<file path="src/rtl/eqrs_pkg.sv">
// ----------------------------------------------------------------------------
// eqrs_pkg: shared types and constants
// Opcodes, event types, status bit positions and inter-module structs.
// ----------------------------------------------------------------------------
package eqrs_pkg;

    localparam int DEFAULT_FIFO_DEPTH = 8;
    localparam logic [3:0] THRESH_RESET = 4'd6;

    typedef enum logic [1:0] {
        OP_POST    = 2'd0,
        OP_RECEIVE = 2'd1,
        OP_ENABLE  = 2'd2,
        OP_DISABLE = 2'd3
    } op_t;

    localparam logic [1:0] TYPE_FAULT = 2'd0;
    localparam logic [1:0] TYPE_STALL = 2'd1;
    localparam logic [1:0] TYPE_INFO  = 2'd3;

    // status word bits examined by the enable snapshot
    localparam int BIT_FAULT_A = 13;
    localparam int BIT_FAULT_B = 9;
    localparam int BIT_FAULT_HI = 12;   // bits 12..11 >= 2 <=> bit 12 set
    localparam int BIT_STALL_A = 14;
    localparam int BIT_STALL_B = 15;

    typedef struct packed {
        logic [1:0]  etype;
        logic [15:0] status;
    } entry_t;

    // memory control from admission logic
    typedef struct packed {
        logic wr_first;     // write entry at write pointer
        logic wr_second;    // write stall entry at write pointer + 1, next cycle
        logic rd;           // read entry at read pointer
    } mem_ctl_t;

    // per-request result fields known at accept time
    typedef struct packed {
        logic        post_ok;
        logic        snap_fault;
        logic        snap_stall;
        logic        event_valid;
        logic [31:0] sent;
        logic [31:0] lost_crit;
        logic [31:0] lost_info;
        logic [3:0]  occupancy;
        logic [3:0]  mask;
    } res_t;

endpackage

</file>
<file path="src/rtl/eqrs_if.sv">
// ----------------------------------------------------------------------------
// eqrs_if: request and result channel interfaces
// Valid/ready channels carrying the queue request and its result.
// ----------------------------------------------------------------------------
interface eqrs_req_if;
    logic        valid;
    logic        ready;
    logic [1:0]  opcode;
    logic [1:0]  event_type;
    logic [15:0] status_word;
    logic [3:0]  new_mask;

    modport source (output valid, opcode, event_type, status_word, new_mask,
                    input ready);
    modport sink   (input valid, opcode, event_type, status_word, new_mask,
                    output ready);
endinterface

interface eqrs_rsp_if;
    logic        valid;
    logic        ready;
    logic        post_ok;
    logic        snapshot_fault_queued;
    logic        snapshot_stall_queued;
    logic        event_valid;
    logic [1:0]  out_type;
    logic [15:0] out_status;
    logic [31:0] sent_total;
    logic [31:0] lost_critical_total;
    logic [31:0] lost_info_total;
    logic [3:0]  occupancy;
    logic [3:0]  mask_now;

    modport source (output valid, post_ok, snapshot_fault_queued,
                    snapshot_stall_queued, event_valid, out_type, out_status,
                    sent_total, lost_critical_total, lost_info_total,
                    occupancy, mask_now,
                    input ready);
    modport sink   (input valid, post_ok, snapshot_fault_queued,
                    snapshot_stall_queued, event_valid, out_type, out_status,
                    sent_total, lost_critical_total, lost_info_total,
                    occupancy, mask_now,
                    output ready);
endinterface

</file>
<file path="src/rtl/eqrs_ctrl.sv">
// ----------------------------------------------------------------------------
// eqrs_ctrl: admission, pointers and counters
// Decides each request in one pass and registers its result fields.
// ----------------------------------------------------------------------------
module eqrs_ctrl #(
    parameter int FIFO_DEPTH = eqrs_pkg::DEFAULT_FIFO_DEPTH,
    parameter int AW = $clog2(FIFO_DEPTH)
) (
    input  logic                clk,
    input  logic                rst_n,
    input  logic                cfg_we,
    input  logic [3:0]          cfg_wdata,
    input  logic                req_valid,
    output logic                req_ready,
    input  logic [1:0]          opcode,
    input  logic [1:0]          event_type,
    input  logic [15:0]         status_word,
    input  logic [3:0]          new_mask,
    input  logic                pend_busy,
    input  logic                s1_take,
    output logic                s1_valid,
    output eqrs_pkg::res_t      s1_res,
    output eqrs_pkg::mem_ctl_t  mem_ctl,
    output logic [AW-1:0]       wr_addr,
    output logic [AW-1:0]       wr_addr_second,
    output logic [AW-1:0]       rd_addr,
    output logic [1:0]          first_type
);
    import eqrs_pkg::*;

    localparam int CW = $clog2(FIFO_DEPTH + 1);
    localparam logic [CW-1:0] DEPTH_CNT = CW'(FIFO_DEPTH);
    localparam logic [AW-1:0] LAST_PTR = AW'(FIFO_DEPTH - 1);

    typedef struct packed {
        logic push;
        logic lost_crit;
        logic lost_info;
    } adm_t;

    logic [3:0]    thresh_reg;
    logic [3:0]    mask_reg, mask_next;
    logic [AW-1:0] wp_reg, wp_next, rp_reg, rp_next;
    logic [CW-1:0] count_reg, count_next, fill_mid;
    logic [31:0]   sent_reg, sent_next;
    logic [31:0]   lcrit_reg, lcrit_next;
    logic [31:0]   linfo_reg, linfo_next;
    logic          s1_valid_reg, s1_valid_next;
    res_t          s1_res_reg, s1_res_next;
    adm_t          a_post, a_fault, a_stall;
    logic          accept, deq, fault_cond, stall_cond;
    logic [1:0]    n_push, n_crit, n_info;
    op_t           op;

    function automatic adm_t admit(input logic [3:0] mask, input logic [1:0] etype,
                                   input logic [CW-1:0] fill, input logic [3:0] thr);
        adm_t a;
        logic info;
        a = '0;
        info = (etype == TYPE_INFO);
        if (mask[etype])
        begin
            if (info && ({4'b0, fill} >= {{CW{1'b0}}, thr}))
                a.lost_info = 1'b1;
            else if (fill >= DEPTH_CNT)
            begin
                if (info)
                    a.lost_info = 1'b1;
                else
                    a.lost_crit = 1'b1;
            end
            else
                a.push = 1'b1;
        end
        return a;
    endfunction

    function automatic logic [AW-1:0] ptr_inc(input logic [AW-1:0] p);
        return (p == LAST_PTR) ? '0 : p + AW'(1);
    endfunction

    assign op         = op_t'(opcode);
    assign req_ready  = !pend_busy && (!s1_valid_reg || s1_take);
    assign accept     = req_valid && req_ready;
    assign fault_cond = !status_word[BIT_FAULT_A] || !status_word[BIT_FAULT_B]
                        || status_word[BIT_FAULT_HI];
    assign stall_cond = !status_word[BIT_STALL_A] || !status_word[BIT_STALL_B];

    always_comb
    begin
        a_post     = '0;
        a_fault    = '0;
        a_stall    = '0;
        deq        = 1'b0;
        mask_next  = mask_reg;
        first_type = event_type;
        fill_mid   = count_reg;
        case (op)
            OP_POST:
            begin
                a_post = admit(mask_reg, event_type, count_reg, thresh_reg);
            end
            OP_RECEIVE:
            begin
                deq = (count_reg != '0);
            end
            OP_ENABLE:
            begin
                mask_next = new_mask;
                if (new_mask != 4'd0)
                begin
                    if (fault_cond)
                        a_fault = admit(new_mask, TYPE_FAULT, count_reg, thresh_reg);
                    fill_mid = count_reg + {{(CW-1){1'b0}}, a_fault.push};
                    if (stall_cond)
                        a_stall = admit(new_mask, TYPE_STALL, fill_mid, thresh_reg);
                end
                first_type = a_fault.push ? TYPE_FAULT : TYPE_STALL;
            end
            OP_DISABLE:
            begin
                mask_next = 4'd0;
            end
            default:
            begin
                mask_next = mask_reg;
            end
        endcase
    end

    assign n_push = 2'(a_post.push) + 2'(a_fault.push) + 2'(a_stall.push);
    assign n_crit = 2'(a_post.lost_crit) + 2'(a_fault.lost_crit) + 2'(a_stall.lost_crit);
    assign n_info = 2'(a_post.lost_info) + 2'(a_fault.lost_info) + 2'(a_stall.lost_info);

    always_comb
    begin
        mem_ctl.wr_first  = accept && (n_push != 2'd0);
        mem_ctl.wr_second = accept && a_fault.push && a_stall.push;
        mem_ctl.rd        = accept && deq;
        wp_next    = wp_reg;
        if (n_push == 2'd1)
            wp_next = ptr_inc(wp_reg);
        else if (n_push == 2'd2)
            wp_next = ptr_inc(ptr_inc(wp_reg));
        rp_next    = deq ? ptr_inc(rp_reg) : rp_reg;
        count_next = count_reg + CW'(n_push) - CW'(deq);
        sent_next  = sent_reg + 32'(n_push);
        lcrit_next = lcrit_reg + 32'(n_crit);
        linfo_next = linfo_reg + 32'(n_info);

        s1_res_next.post_ok     = a_post.push;
        s1_res_next.snap_fault  = a_fault.push;
        s1_res_next.snap_stall  = a_stall.push;
        s1_res_next.event_valid = deq;
        s1_res_next.sent        = sent_next;
        s1_res_next.lost_crit   = lcrit_next;
        s1_res_next.lost_info   = linfo_next;
        s1_res_next.occupancy   = 4'(count_next);
        s1_res_next.mask        = mask_next;

        if (accept)
            s1_valid_next = 1'b1;
        else if (s1_take)
            s1_valid_next = 1'b0;
        else
            s1_valid_next = s1_valid_reg;
    end

    assign wr_addr        = wp_reg;
    assign wr_addr_second = ptr_inc(wp_reg);
    assign rd_addr        = rp_reg;
    assign s1_valid       = s1_valid_reg;
    assign s1_res         = s1_res_reg;

    always_ff @(posedge clk or negedge rst_n)
    begin
        if (!rst_n)
        begin
            thresh_reg   <= THRESH_RESET;
            mask_reg     <= '0;
            wp_reg       <= '0;
            rp_reg       <= '0;
            count_reg    <= '0;
            sent_reg     <= '0;
            lcrit_reg    <= '0;
            linfo_reg    <= '0;
            s1_valid_reg <= 1'b0;
        end
        else
        begin
            if (cfg_we)
                thresh_reg <= cfg_wdata;
            if (accept)
            begin
                mask_reg  <= mask_next;
                wp_reg    <= wp_next;
                rp_reg    <= rp_next;
                count_reg <= count_next;
                sent_reg  <= sent_next;
                lcrit_reg <= lcrit_next;
                linfo_reg <= linfo_next;
            end
            s1_valid_reg <= s1_valid_next;
        end
    end

    always_ff @(posedge clk)
    begin
        if (accept)
            s1_res_reg <= s1_res_next;
    end

endmodule

</file>
<file path="src/rtl/eqrs_mem.sv">
// ----------------------------------------------------------------------------
// eqrs_mem: event storage
// Single write port; the second snapshot write is registered and done in the next cycle.
// ----------------------------------------------------------------------------
module eqrs_mem #(
    parameter int FIFO_DEPTH = eqrs_pkg::DEFAULT_FIFO_DEPTH,
    parameter int AW = $clog2(FIFO_DEPTH)
) (
    input  logic                clk,
    input  logic                rst_n,
    input  eqrs_pkg::mem_ctl_t  mem_ctl,
    input  logic [AW-1:0]       wr_addr,
    input  logic [AW-1:0]       wr_addr_second,
    input  logic [AW-1:0]       rd_addr,
    input  logic [1:0]          first_type,
    input  logic [15:0]         status_word,
    output logic                pend_busy,
    output eqrs_pkg::entry_t    rd_data
);
    import eqrs_pkg::*;

    entry_t        mem [FIFO_DEPTH];
    entry_t        rd_data_reg;
    logic          pend_reg;
    logic [AW-1:0] pend_addr_reg;
    logic [15:0]   pend_status_reg;

    always_ff @(posedge clk or negedge rst_n)
    begin
        if (!rst_n)
            pend_reg <= 1'b0;
        else
            pend_reg <= mem_ctl.wr_second;
    end

    always_ff @(posedge clk)
    begin
        if (mem_ctl.wr_second)
        begin
            pend_addr_reg   <= wr_addr_second;
            pend_status_reg <= status_word;
        end
    end

    // no request is taken while the deferred write is busy, so ports never collide
    always_ff @(posedge clk)
    begin
        if (mem_ctl.wr_first)
            mem[wr_addr] <= '{etype: first_type, status: status_word};
        else if (pend_reg)
            mem[pend_addr_reg] <= '{etype: TYPE_STALL, status: pend_status_reg};
        if (mem_ctl.rd)
            rd_data_reg <= mem[rd_addr];
    end

    assign pend_busy = pend_reg;
    assign rd_data   = rd_data_reg;

endmodule

</file>
<file path="src/rtl/eqrs_out.sv">
// ----------------------------------------------------------------------------
// eqrs_out: result register
// Merges read data with the staged fields and holds the result until taken.
// ----------------------------------------------------------------------------
module eqrs_out (
    input  logic               clk,
    input  logic               rst_n,
    input  logic               s1_valid,
    input  eqrs_pkg::res_t     s1_res,
    input  eqrs_pkg::entry_t   rd_data,
    output logic               s1_take,
    eqrs_rsp_if.source         result
);
    import eqrs_pkg::*;

    logic   out_valid_reg;
    res_t   res_reg;
    entry_t ent_reg;

    assign s1_take = s1_valid && (!out_valid_reg || result.ready);

    always_ff @(posedge clk or negedge rst_n)
    begin
        if (!rst_n)
            out_valid_reg <= 1'b0;
        else if (s1_take)
            out_valid_reg <= 1'b1;
        else if (result.ready)
            out_valid_reg <= 1'b0;
    end

    always_ff @(posedge clk)
    begin
        if (s1_take)
        begin
            res_reg <= s1_res;
            ent_reg <= s1_res.event_valid ? rd_data : '0;
        end
    end

    assign result.valid                 = out_valid_reg;
    assign result.post_ok               = res_reg.post_ok;
    assign result.snapshot_fault_queued = res_reg.snap_fault;
    assign result.snapshot_stall_queued = res_reg.snap_stall;
    assign result.event_valid           = res_reg.event_valid;
    assign result.out_type              = ent_reg.etype;
    assign result.out_status            = ent_reg.status;
    assign result.sent_total            = res_reg.sent;
    assign result.lost_critical_total   = res_reg.lost_crit;
    assign result.lost_info_total       = res_reg.lost_info;
    assign result.occupancy             = res_reg.occupancy;
    assign result.mask_now              = res_reg.mask;

endmodule

</file>
<file path="src/rtl/event_queue_reserved_slot.sv">
// ----------------------------------------------------------------------------
// event_queue_reserved_slot: event FIFO with reserved-slot admission
// Posts, receives, enable with status snapshot and disable, one per request.
// ----------------------------------------------------------------------------
// Result path: staged fields are registered at accept, then moved into the result register.
// Throughput: one request per cycle while results are taken; an enable that
//   queues both snapshot events holds off the next request during the second entry write.
// Reset: asynchronous, active low; queue empty, all types masked off,
//   counters zero, threshold 6; entry storage is not cleared.
module event_queue_reserved_slot #(
    parameter int FIFO_DEPTH = eqrs_pkg::DEFAULT_FIFO_DEPTH
) (
    input  logic         clk,
    input  logic         rst_n,
    input  logic         cfg_we,
    input  logic [3:0]   cfg_wdata,
    eqrs_req_if.sink     request,
    eqrs_rsp_if.source   result
);
    import eqrs_pkg::*;

    localparam int AW = $clog2(FIFO_DEPTH);

    // admission stage outputs
    logic          s1_valid;
    logic          s1_take;
    res_t          s1_res;
    mem_ctl_t      mem_ctl;
    logic [AW-1:0] wr_addr;
    logic [AW-1:0] wr_addr_second;
    logic [AW-1:0] rd_addr;
    logic [1:0]    first_type;

    // storage outputs
    logic          pend_busy;
    entry_t        rd_data;

    // Admission: type mask, reserved threshold and full checks, pointer and
    // counter updates; both snapshot posts are decided in the same pass.
    eqrs_ctrl #(
        .FIFO_DEPTH (FIFO_DEPTH),
        .AW         (AW)
    ) u_ctrl (
        .clk            (clk),
        .rst_n          (rst_n),
        .cfg_we         (cfg_we),
        .cfg_wdata      (cfg_wdata),
        .req_valid      (request.valid),
        .req_ready      (request.ready),
        .opcode         (request.opcode),
        .event_type     (request.event_type),
        .status_word    (request.status_word),
        .new_mask       (request.new_mask),
        .pend_busy      (pend_busy),
        .s1_take        (s1_take),
        .s1_valid       (s1_valid),
        .s1_res         (s1_res),
        .mem_ctl        (mem_ctl),
        .wr_addr        (wr_addr),
        .wr_addr_second (wr_addr_second),
        .rd_addr        (rd_addr),
        .first_type     (first_type)
    );

    // Entry storage: registered read lines up with the admission stage.
    eqrs_mem #(
        .FIFO_DEPTH (FIFO_DEPTH),
        .AW         (AW)
    ) u_mem (
        .clk            (clk),
        .rst_n          (rst_n),
        .mem_ctl        (mem_ctl),
        .wr_addr        (wr_addr),
        .wr_addr_second (wr_addr_second),
        .rd_addr        (rd_addr),
        .first_type     (first_type),
        .status_word    (request.status_word),
        .pend_busy      (pend_busy),
        .rd_data        (rd_data)
    );

    // Result register: lets a new request enter while a result waits.
    eqrs_out u_out (
        .clk      (clk),
        .rst_n    (rst_n),
        .s1_valid (s1_valid),
        .s1_res   (s1_res),
        .rd_data  (rd_data),
        .s1_take  (s1_take),
        .result   (result)
    );

endmodule
</file>
<file path="src/flat_wrapper.sv">
// flat-port wrapper written by rule: the top's interface ports become plain ports
module event_queue_reserved_slot_flat import eqrs_pkg::*;
#(
    parameter int FIFO_DEPTH = eqrs_pkg::DEFAULT_FIFO_DEPTH
)
  (clk, rst_n, cfg_we, cfg_wdata, request_valid, request_opcode, request_event_type, request_status_word, request_new_mask, request_ready, result_valid, result_post_ok, result_snapshot_fault_queued, result_snapshot_stall_queued, result_event_valid, result_out_type, result_out_status, result_sent_total, result_lost_critical_total, result_lost_info_total, result_occupancy, result_mask_now, result_ready);
  eqrs_req_if request_i ();
  eqrs_rsp_if result_i ();
  input  logic clk;
  input  logic rst_n;
  input  logic cfg_we;
  input  logic [3:0] cfg_wdata;
  input wire logic [$bits(request_i.valid)-1:0] request_valid;
  input wire logic [$bits(request_i.opcode)-1:0] request_opcode;
  input wire logic [$bits(request_i.event_type)-1:0] request_event_type;
  input wire logic [$bits(request_i.status_word)-1:0] request_status_word;
  input wire logic [$bits(request_i.new_mask)-1:0] request_new_mask;
  output wire logic [$bits(request_i.ready)-1:0] request_ready;
  output wire logic [$bits(result_i.valid)-1:0] result_valid;
  output wire logic [$bits(result_i.post_ok)-1:0] result_post_ok;
  output wire logic [$bits(result_i.snapshot_fault_queued)-1:0] result_snapshot_fault_queued;
  output wire logic [$bits(result_i.snapshot_stall_queued)-1:0] result_snapshot_stall_queued;
  output wire logic [$bits(result_i.event_valid)-1:0] result_event_valid;
  output wire logic [$bits(result_i.out_type)-1:0] result_out_type;
  output wire logic [$bits(result_i.out_status)-1:0] result_out_status;
  output wire logic [$bits(result_i.sent_total)-1:0] result_sent_total;
  output wire logic [$bits(result_i.lost_critical_total)-1:0] result_lost_critical_total;
  output wire logic [$bits(result_i.lost_info_total)-1:0] result_lost_info_total;
  output wire logic [$bits(result_i.occupancy)-1:0] result_occupancy;
  output wire logic [$bits(result_i.mask_now)-1:0] result_mask_now;
  input wire logic [$bits(result_i.ready)-1:0] result_ready;
  assign request_i.valid = request_valid;
  assign request_i.opcode = request_opcode;
  assign request_i.event_type = request_event_type;
  assign request_i.status_word = request_status_word;
  assign request_i.new_mask = request_new_mask;
  assign request_ready = request_i.ready;
  assign result_valid = result_i.valid;
  assign result_post_ok = result_i.post_ok;
  assign result_snapshot_fault_queued = result_i.snapshot_fault_queued;
  assign result_snapshot_stall_queued = result_i.snapshot_stall_queued;
  assign result_event_valid = result_i.event_valid;
  assign result_out_type = result_i.out_type;
  assign result_out_status = result_i.out_status;
  assign result_sent_total = result_i.sent_total;
  assign result_lost_critical_total = result_i.lost_critical_total;
  assign result_lost_info_total = result_i.lost_info_total;
  assign result_occupancy = result_i.occupancy;
  assign result_mask_now = result_i.mask_now;
  assign result_i.ready = result_ready;
  event_queue_reserved_slot #(.FIFO_DEPTH(FIFO_DEPTH)) u_core (.clk(clk), .rst_n(rst_n), .cfg_we(cfg_we), .cfg_wdata(cfg_wdata), .request(request_i), .result(result_i));
endmodule
</file>
<file path="config.mk">
export PLATFORM = sky130hd
export DESIGN_NAME = event_queue_reserved_slot_flat
export DESIGN_NICKNAME = d
export VERILOG_FILES = /design/src/rtl/eqrs_pkg.sv /design/src/rtl/eqrs_if.sv /design/src/rtl/eqrs_ctrl.sv /design/src/rtl/eqrs_mem.sv /design/src/rtl/eqrs_out.sv /design/src/rtl/event_queue_reserved_slot.sv /design/src/flat_wrapper.sv
export SDC_FILE = /design/constraint.sdc
export NUM_CORES = 1
export LEC_CHECK = 0
export ABC_AREA = 1
export CAP_MARGIN = 20
export CORE_MARGIN = 5
export CORE_UTILIZATION = 66
export CTS_BUF_LIST = sky130_fd_sc_hd__clkbuf_8
export CTS_CLUSTER_SIZE = 8
export DETAILED_ROUTE_END_ITERATION = 10
export DONT_BUFFER_PORTS = 1
export MAX_ROUTING_LAYER = met4
export PLACE_DENSITY = 0.82
export REMOVE_ABC_BUFFERS = 1
export SYNTH_ARGS = -nofsm -noshare
export SYNTH_HDL_FRONTEND = slang
export SYNTH_SLANG_ARGS = --single-unit
</file>
<file path="constraint.sdc">
create_clock -name clk -period 9.2 [get_ports clk]
set_input_delay 0.46 -clock clk [delete_from_list [all_inputs] [get_ports clk]]
set_output_delay 0.46 -clock clk [all_outputs]
set_load 0.01 [all_outputs]
</file>
==> summary.md, run 1 <==
| Metric | Value |
|---|---|
| Final core utilization | `between 70% and 80%` |
| Share of final-layout standard cells stronger than drive strength 1 | `about 8%` |
| Delay contributed by the slowest stage of the critical path | `just under 0.9 ns` |
| Number of remaining DRC errors | `0` |
| Slew Limit Headroom | `between 20 and 30%` |
| Startpoint class of the critical path | `flip-flop` |
| Final setup viols | `0` |
| Reported max-cap violation count | `0` |
| Hpwl dp | `around 29 mm` |
| Ant. Diodes | `0` |
| Commonest cells after routing, fill and taps aside | `sky130_fd_sc_hd__nand2_1 (680), sky130_fd_sc_hd__edfxtp_1 (415), sky130_fd_sc_hd__nor2_1 (241), sky130_fd_sc_hd__inv_1 (159), sky130_fd_sc_hd__o21ai_0 (123)` |
| Final antenna-violating net count | `0` |
| Count of buffers added by post-CTS timing repair for setup | `0` |
| Internal Dissipation | `a little over 4 mW` |
| Switching power of the nets | `1.70 mW` |
| Crit path capture type | `flip-flop` |
| Share of the yosys chip area belonging to registers | `about 69%` |
| Die boundary height | `roughly 190 um` |
| CTS Root Cell | `sky130_fd_sc_hd__clkbuf_8` |
| Transition time at the pin with the least slew margin | `between 1 and 1.5 ns` |
| Number of register bits inferred by synthesis | `532` |
| Slowest cell on the critical path | `sky130_fd_sc_hd__buf_4` |
| Final Max Tran Viols | `0` |
| Total Die Area | `37,500 um^2` |
| Aggregate negative setup slack | `0 ns` |
| Final period util | `about half` |
| Post-Place Cells | `2,425` |
| Final design instance area without fill | `roughly 25,000 um^2` |
| Clock period minus final worst setup slack | `roughly 4.8 ns` |
| Top-level port count | `between 150 and 200` |
| Unrepaired setup endpoints after global routing | `no` |
| Share of flip-flops with an asynchronous set or reset | `22.0%` |
| Via-to-Cell Ratio | `around 5.6` |
| Result of the run | `completed` |
| Number of standard cells in the layout, taps in and fillers out | `about 2,600` |
| Number of warnings printed during yosys synthesis | `0` |
| Routed wire length | `around 46 mm` |
| Post-synth design cell area | `22,300 um^2` |
| Number of global-route vias before repair | `roughly 14,000` |
| Average size of a mapped cell | `11.0 um^2` |
| Wire length per cell after detailed routing | `between 15 and 20 um` |
| Gr ovfl total | `0` |
| Wire length of the first global-routing pass | `around 74 mm` |
| Synthesized netlist cell count | `2,018` |
| Total count of hold-check failures in the final report | `0` |
| Count of nets after finishing | `between 2,000 and 2,500` |
| Maximum frequency from static timing analysis | `between 0.2 and 0.25 GHz` |
| Detailed router's first-iteration violation count | `1,365` |
| Cell area reported after detailed placement | `roughly 23,000 um^2` |
| Most used DFF post-synth | `sky130_fd_sc_hd__edfxtp_1` |
| Arrival @ worst endpoint | `between 5 and 6 ns` |
| Fin Hold WS | `between 0.1 and 0.15 ns` |
| Core Box Area | `between 30,000 and 40,000 um^2` |
| Number of buffers added by the clock tree synthesis step | `85` |
| Total design power | `slightly below 6 mW` |
| Clock network power share | `a little under a third` |
| First-pass iteration count of the detailed router | `6` |
| P&R area growth vs syn | `10.3%` |
| Site row count | `67` |
| CTS tree | `done` |
| Number of antenna violations at the first check in global routing | `0` |
| Final Worst Setup Slack | `4.44 ns` |
| Most common library cell in the layout ignoring fill and taps | `sky130_fd_sc_hd__nand2_1` |
| Part of the power in registers | `between 50% and 60%` |
| Sink count of the clock tree | `~530` |
| Cell variety after synth | `40` |
| Die boundary width | `around 190 um` |
| Proportion of power drawn by combinational gates | `15.8%` |
| Net switching fraction of the power | `29.0%` |
| Initial cell density of the core | `around 67%` |
| EDFF count, synth | `just over 400` |
| Post-cts hold buffer count | `24` |
| Leakage | `roughly 9.8 nW` |
| Maximum fanout count along the critical path | `~140` |
| Register clock-pin slew on the reported worst setup and hold paths | `roughly 0.06 ns` |
| Required time at the endpoint of the critical path | `9.64 ns` |
| H-Tree Level Count | `3` |
| Critical Setup Path Class | `reg -> reg` |
| DP Worst Slack | `roughly 4.4 ns` |
| Global placement routability congestion | `0.943` |
| Max Clock Skew | `0.0346 ns` |
| Global Route Usage Sum | `between 20% and 30%` |
| Min-delay worst type | `in -> reg` |
| Overall via count from detail_route | `14,500` |
| Maximum root-to-sink buffer count | `3` |
| Post-cts repair resize count | `0` |
| Critical path, cell by cell | `inv_1 -> nand2_1 -> inv_1 -> nand2_2 -> buf_4 -> inv_8 -> buf_4 -> o21ai_0` |
| Number of fill cells in the layout | `2,172` |
| Worst R2R Setup Slack | `4.44 ns` |
| Largest net degree at the start of global routing | `roughly 140` |
| Worst vdd rail ir drop | `0.165 mV` |
| Clock insertion delay at the later pin of the skew report | `approximately 0.63 ns` |
| Total power density per cell area | `239 nW/um^2` |
| Max FFs per register | `144` |
| Port buffer count | `0` |
-- synth_stat cells (all sizes together), types with 3 or more instances --
cell / n / area share [%]
nand2: 688 / 12
edfxtp: 415 / 56
nor2: 263 / 5.0
o21ai: 131 / 3.0
inv: 123 / 2.1
dfrtp: 115 / 13
nand3: 44 / 1.2
xor2: 37 / 1.6
buf: 36 / 0.79
nand3b: 31 / 1.0
a21oi: 26 / 0.58
ha: 26 / 1.5
clkbuf: 20 / 0.34
a31oi: 19 / 0.53
and2: 11 / 0.31
xnor2: 6 / 0.27
fa: 5 / 0.45
nand4: 4 / 0.11
o21bai: 4 / 0.13
nor3: 3 / 0.067
or2: 3 / 0.084
-- worst max-delay path: cells and delay by family (launching register included) --
kind                   cells  cell delay (ns)
buffers and inverters      5             3.03
and+or+nand+nor            2             0.43
AOI/OAI and AO/OA          1             0.23
DFF                        1             0.74
-- kinds of logic (layout without fill, tap and decap cells) --
group	after synthesis	after routing	synth area share (%)
compound gates	183	183	4.33
xor+xnor	43	43	1.89
fa+ha+maj	31	31	1.91
buf+inv	180	317	3.22
flops	532	532	69.1
mux	1	1	0.0506
simple gates	1048	1048	19.5
-- path summary, 6_finish.rpt --
check	from	endpoint	cells after the start
setup / recovery	u_core.u_mem.pend_busy$_DFF_PN0_	u_core.u_ctrl.mask_reg[1]$_DFFE_PN0P_	8
hold / removal	request_opcode[1]	u_core.u_ctrl.s1_res[1]$_DFFE_PP_	1
setup reg to reg	u_core.u_mem.pend_busy$_DFF_PN0_	u_core.u_ctrl.mask_reg[1]$_DFFE_PN0P_	8
hold reg to reg	u_core.u_ctrl.s1_res[8]$_DFFE_PP_	u_core.u_out.result.lost_info_total[0]$_DFFE_PP_	0
max in group asynchronous	rst_n	u_core.u_ctrl.rd_addr[0]$_DFFE_PN0P_	2
min in group asynchronous	rst_n	u_core.u_ctrl.sent_reg[22]$_DFFE_PN0P_	2
-- power groups by stage --
stage | sequential [mW] | clock (mW) | combinational, mW
after detailed placement | 3.14 | 0 | 0.889
after global placement | 3.13 | 0 | 0.842
final | 3.09 | 1.85 | 0.925
after CTS | 3.09 | 1.89 | 0.915
after floorplan | 3.14 | 0 | 0.584
after global routing | 3.12 | 2.01 | 1.05
-- routing by layer --
metal | GRT usage, % | share of wire (%) | vias up
li1 | - | - | 6862
met1 | 33.9 | 41 | 6927
met2 | 40.0 | 48 | 608
met3 | 5.47 | 8.1 | 90
met4 | 7.87 | 2.3 | 0
met5 | - | 0 | -
-- cell type report --
cell class	count	area, um^2	area share [%]
Sequential cell	532	15400	62.7
Tap cell	448	561	2.28
Timing Repair Buffer	41	402	1.64
Clock buffer	94	1290	5.27
Inverter	124	473	1.93
Multi-Input combinational cell	1306	6170	25.1
Clock inverter	58	265	1.08
No activity file was read; power rests on OpenSTA's default activity.
==> run 2: changes to the inputs <==
Settings changed: CORE_UTILIZATION 66 to 60, PLACE_DENSITY 0.82 to 0.79.
Clock period 9.2 ns to 4.1 ns, I/O delays scaled along.
==> summary.md, run 2 (same netlist as run 1, synthesis figures left out) <==
| Metric | Value |
|---|---|
| Detailed router's first-iteration violation count | `1,085 (-21%)` |
| Final period util | `91.9% (+40 points)` |
| Share of final-layout standard cells stronger than drive strength 1 | `8.39% (+0.32 points)` |
| Arrival @ worst endpoint | `4.16 ns (-1.05 ns)` |
| P&R area growth vs syn | `11.3%` |
| Top metal layer carrying routed signals | `met4` |
| Number of antenna violations at the first check in global routing | `3 (+3)` |
| Number of fill cells in the layout | `2,605 (+20%)` |
| Via-to-Cell Ratio | `5.45 (-2.0%)` |
| Wire length on met3 | `2.98 mm (-20%)` |
| Final antenna-violating net count | `0 (unchanged)` |
| Routed wire length | `46.5 mm (+1.3%)` |
| Family with the most delay on the worst path | `adder cells` |
| Top-level port count | `161 (unchanged)` |
| H-Tree Level Count | `3 (unchanged)` |
| Critical Setup Path Class | `reg -> reg` |
| Die boundary width | `203 um (+4.6%)` |
| Reported max-cap violation count | `0 (unchanged)` |
| Maximum frequency from static timing analysis | `0.265 GHz (+26%)` |
| Largest net degree at the start of global routing | `165 (+16%)` |
| Total met2 wirelength after detailed routing | `23.1 mm (+4.3%)` |
| Sink count of the clock tree | `532 (unchanged)` |
| Buffers & Inverters on Critical Path | `3 (-2)` |
| Global placement routability congestion | `0.911 (-3.4%)` |
| Slew Limit Headroom | `33.0% (+5.3 points)` |
| Core Box Area | `36,600 um^2 (+9.5%)` |
| Unrepaired setup endpoints after global routing | `yes` |
| Part of the power in registers | `53.1% (+0.4 points)` |
| Result of the run | `completed` |
| Number of global-route vias before repair | `14,500 (+1.0%)` |
| First-pass iteration count of the detailed router | `5 (-1)` |
| Net switching fraction of the power | `29.4% (+0.40 points)` |
| Global Route Usage Sum | `23.7% (-1.7 points)` |
| Leakage | `9.87 nW (+0.64%)` |
| Total count of hold-check failures in the final report | `0 (unchanged)` |
| Commonest cells after routing, fill and taps aside | `sky130_fd_sc_hd__nand2_1 (680), sky130_fd_sc_hd__edfxtp_1 (415), sky130_fd_sc_hd__nor2_1 (242), sky130_fd_sc_hd__inv_1 (155), sky130_fd_sc_hd__o21ai_0 (122)` |
| Worst vdd rail ir drop | `0.348 mV (+110%)` |
| Switching power of the nets | `3.85 mW (+130%)` |
| Register clock-pin slew on the reported worst setup and hold paths | `0.06 ns (about the same)` |
| Clock period minus final worst setup slack | `3.77 ns (-0.994 ns)` |
| Wire length of the first global-routing pass | `75.5 mm (+1.6%)` |
| Hpwl dp | `29.3 mm (+1.0%)` |
| Die boundary height | `203 um (+4.6%)` |
| Critical path, cell by cell | `inv_1 -> ha_1 -> a31oi_1 -> nand2_1 -> inv_1 -> ha_1 -> nand3_1 -> xor2_1 -> nand2_1 -> inv_1 -> fa_1 -> ha_2 -> fa_2 -> nand3_2 -> nor2_4 -> nand3b_1 -> nor2_1 -> nand2_1 -> and2_1` |
| Transition time at the pin with the least slew margin | `1.01 ns (-0.0800 ns)` |
| Overall via count from detail_route | `14,400 (-0.62%)` |
| Maximum fanout count along the critical path | `6 (-96%)` |
| Total power density per cell area | `529 nW/um^2 (+120%)` |
| Total design power | `13.1 mW (+120%)` |
| Number of standard cells in the layout, taps in and fillers out | `2,640 (+1.4%)` |
| Initial cell density of the core | `60.8% (-5.7 points)` |
| Delay contributed by the slowest stage of the critical path | `0.57 ns (-0.32 ns)` |
| Port buffer count | `0 (unchanged)` |
| Final Max Tran Viols | `0 (unchanged)` |
| Internal Dissipation | `9.25 mW (+120%)` |
| Maximum root-to-sink buffer count | `3 (unchanged)` |
| Crit path capture type | `flip-flop` |
| Final setup viols | `0 (unchanged)` |
| Most common library cell in the layout ignoring fill and taps | `sky130_fd_sc_hd__nand2_1` |
| Max Clock Skew | `0.0422 ns (+0.00753 ns)` |
| Clock insertion delay at the later pin of the skew report | `0.67 ns (+0.04 ns)` |
| Total Die Area | `41,100 um^2 (+9.5%)` |
| CTS Root Cell | `sky130_fd_sc_hd__clkbuf_8` |
| Proportion of power drawn by combinational gates | `16.0% (+0.2 points)` |
| Site row count | `70 (+4.5%)` |
| Post-Place Cells | `2,453 (+1.2%)` |
| Wire length per cell after detailed routing | `17.6 um (-0.13%)` |
| Min-delay worst type | `in -> reg` |
| Number of remaining DRC errors | `0 (unchanged)` |
| CTS tree | `done` |
| Slowest cell on the critical path | `sky130_fd_sc_hd__fa_1` |
| DRT met1 WL | `19.4 mm (+2.2%)` |
| Number of buffers added by the clock tree synthesis step | `84 (-1.2%)` |
| Required time at the endpoint of the critical path | `4.50 ns (-5.14 ns)` |
| Count of nets after finishing | `2,171 (+0.79%)` |
| Startpoint class of the critical path | `flip-flop` |
| Clock network power share | `31.0% (-0.5 points)` |
| Max FFs per register | `144 (unchanged)` |
| Gr ovfl total | `0 (unchanged)` |
run 2: cell types whose count changed in the layout (fill, tap and decap cells not counted), sizes merged:
cell	change
clkinvlp	-1
buf	+7
diode	+4
inv	-2
clkbuf	-4
dlygate4sd3	+11
bufinv	-1
clkinv	+3
run 2: final timing paths:
path                                                             start  slack (ns)  cells past startpoint                                                end
max in group asynchronous                                        rst_n        3.33                      2             u_core.u_ctrl.linfo_reg[8]$_DFFE_PN0P_
worst min-delay path                                 request_opcode[0]        0.07                      3                  u_core.u_ctrl.s1_res[0]$_DFFE_PP_
worst max-delay path            u_core.u_ctrl.count_reg[2]$_DFFE_PN0P_        0.33                     19                 u_core.u_ctrl.s1_res[92]$_DFFE_PP_
worst max register to register  u_core.u_ctrl.count_reg[2]$_DFFE_PN0P_        0.33                     19                 u_core.u_ctrl.s1_res[92]$_DFFE_PP_
worst min register to register      u_core.u_ctrl.s1_res[19]$_DFFE_PP_        0.40                      0  u_core.u_out.result.lost_info_total[11]$_DFFE_PP_
min in group asynchronous                                        rst_n        0.30                      2               u_core.u_ctrl.rd_addr[1]$_DFFE_PN0P_
run 2: power groups by stage:
stage,clock network (mW),logic (mW),registers [mW]
floorplan,0,1.31,7.04
global placement,0,1.89,7.04
detailed placement,0,1.99,7.05
CTS,4.16,2.07,6.96
global route,4.46,2.36,7.01
finish,4.06,2.09,6.95
run 2: layout make-up:
| type | count | area (um^2) | share of cell area [%] |
|---|---|---|---|
| clock inverters | 57 | 279 | 1.13 |
| clock buffers | 90 | 1240 | 5.00 |
| repair buffers | 59 | 623 | 2.51 |
| inverters | 124 | 473 | 1.91 |
| flip-flops and latches | 532 | 15400 | 62.1 |
| multi-input cells | 1306 | 6180 | 24.9 |
| diodes | 4 | 10.0 | 0.0404 |
| well taps | 468 | 586 | 2.36 |
run 2: repair_timing:
action	CTS	global route
hold buffers	35	0
endpoints found under the hold margin	259	0
setup endpoints to repair	0	44
buffers inserted	0	0
gates resized for setup	0	3
run 2: worst reg2reg max path: stages, from the launching register on:
cell	delay, ns
sky130_fd_sc_hd__dfrtp_1	0.37
sky130_fd_sc_hd__inv_1	0.10
sky130_fd_sc_hd__ha_1	0.21
sky130_fd_sc_hd__a31oi_1	0.21
sky130_fd_sc_hd__nand2_1	0.11
sky130_fd_sc_hd__inv_1	0.07
sky130_fd_sc_hd__ha_1	0.14
sky130_fd_sc_hd__nand3_1	0.09
sky130_fd_sc_hd__xor2_1	0.16
sky130_fd_sc_hd__nand2_1	0.07
sky130_fd_sc_hd__inv_1	0.07
sky130_fd_sc_hd__fa_1	0.57
sky130_fd_sc_hd__ha_2	0.25
sky130_fd_sc_hd__fa_2	0.28
sky130_fd_sc_hd__nand3_2	0.16
sky130_fd_sc_hd__nor2_4	0.20
sky130_fd_sc_hd__nand3b_1	0.12
sky130_fd_sc_hd__nor2_1	0.10
sky130_fd_sc_hd__nand2_1	0.07
sky130_fd_sc_hd__and2_1	0.16
run 2: metrics by stage:
| stage | util [%] | hold WS, ns | setup TNS [ns] | area [um^2] | worst slack (ns) |
|---|---|---|---|---|---|
| 2_1_floorplan | - | -0.0906 | -645.08 | 22000 | -3.09 |
| 3_3_place_gp | 62.4 | -0.0850 | 0 | 22800 | 0.388 |
| 3_5_place_dp | 62.4 | -0.0868 | 0 | 22900 | 0.267 |
| 4_1_cts | 67.6 | 0.00957 | 0 | 24700 | 0.224 |
| 5_1_grt | 67.7 | 0.0402 | -0.0427 | 24800 | -0.0427 |
| 6_report | 67.7 | 0.0738 | 0 | 24800 | 0.331 |
run 2: metal layers:
layer  GRT usage [%]  vias to the layer above
li1                -                     6888
met1            30.2                     6969
met2            39.0                      465
met3            4.90                       75
met4            7.44                        0
met5               -                        -
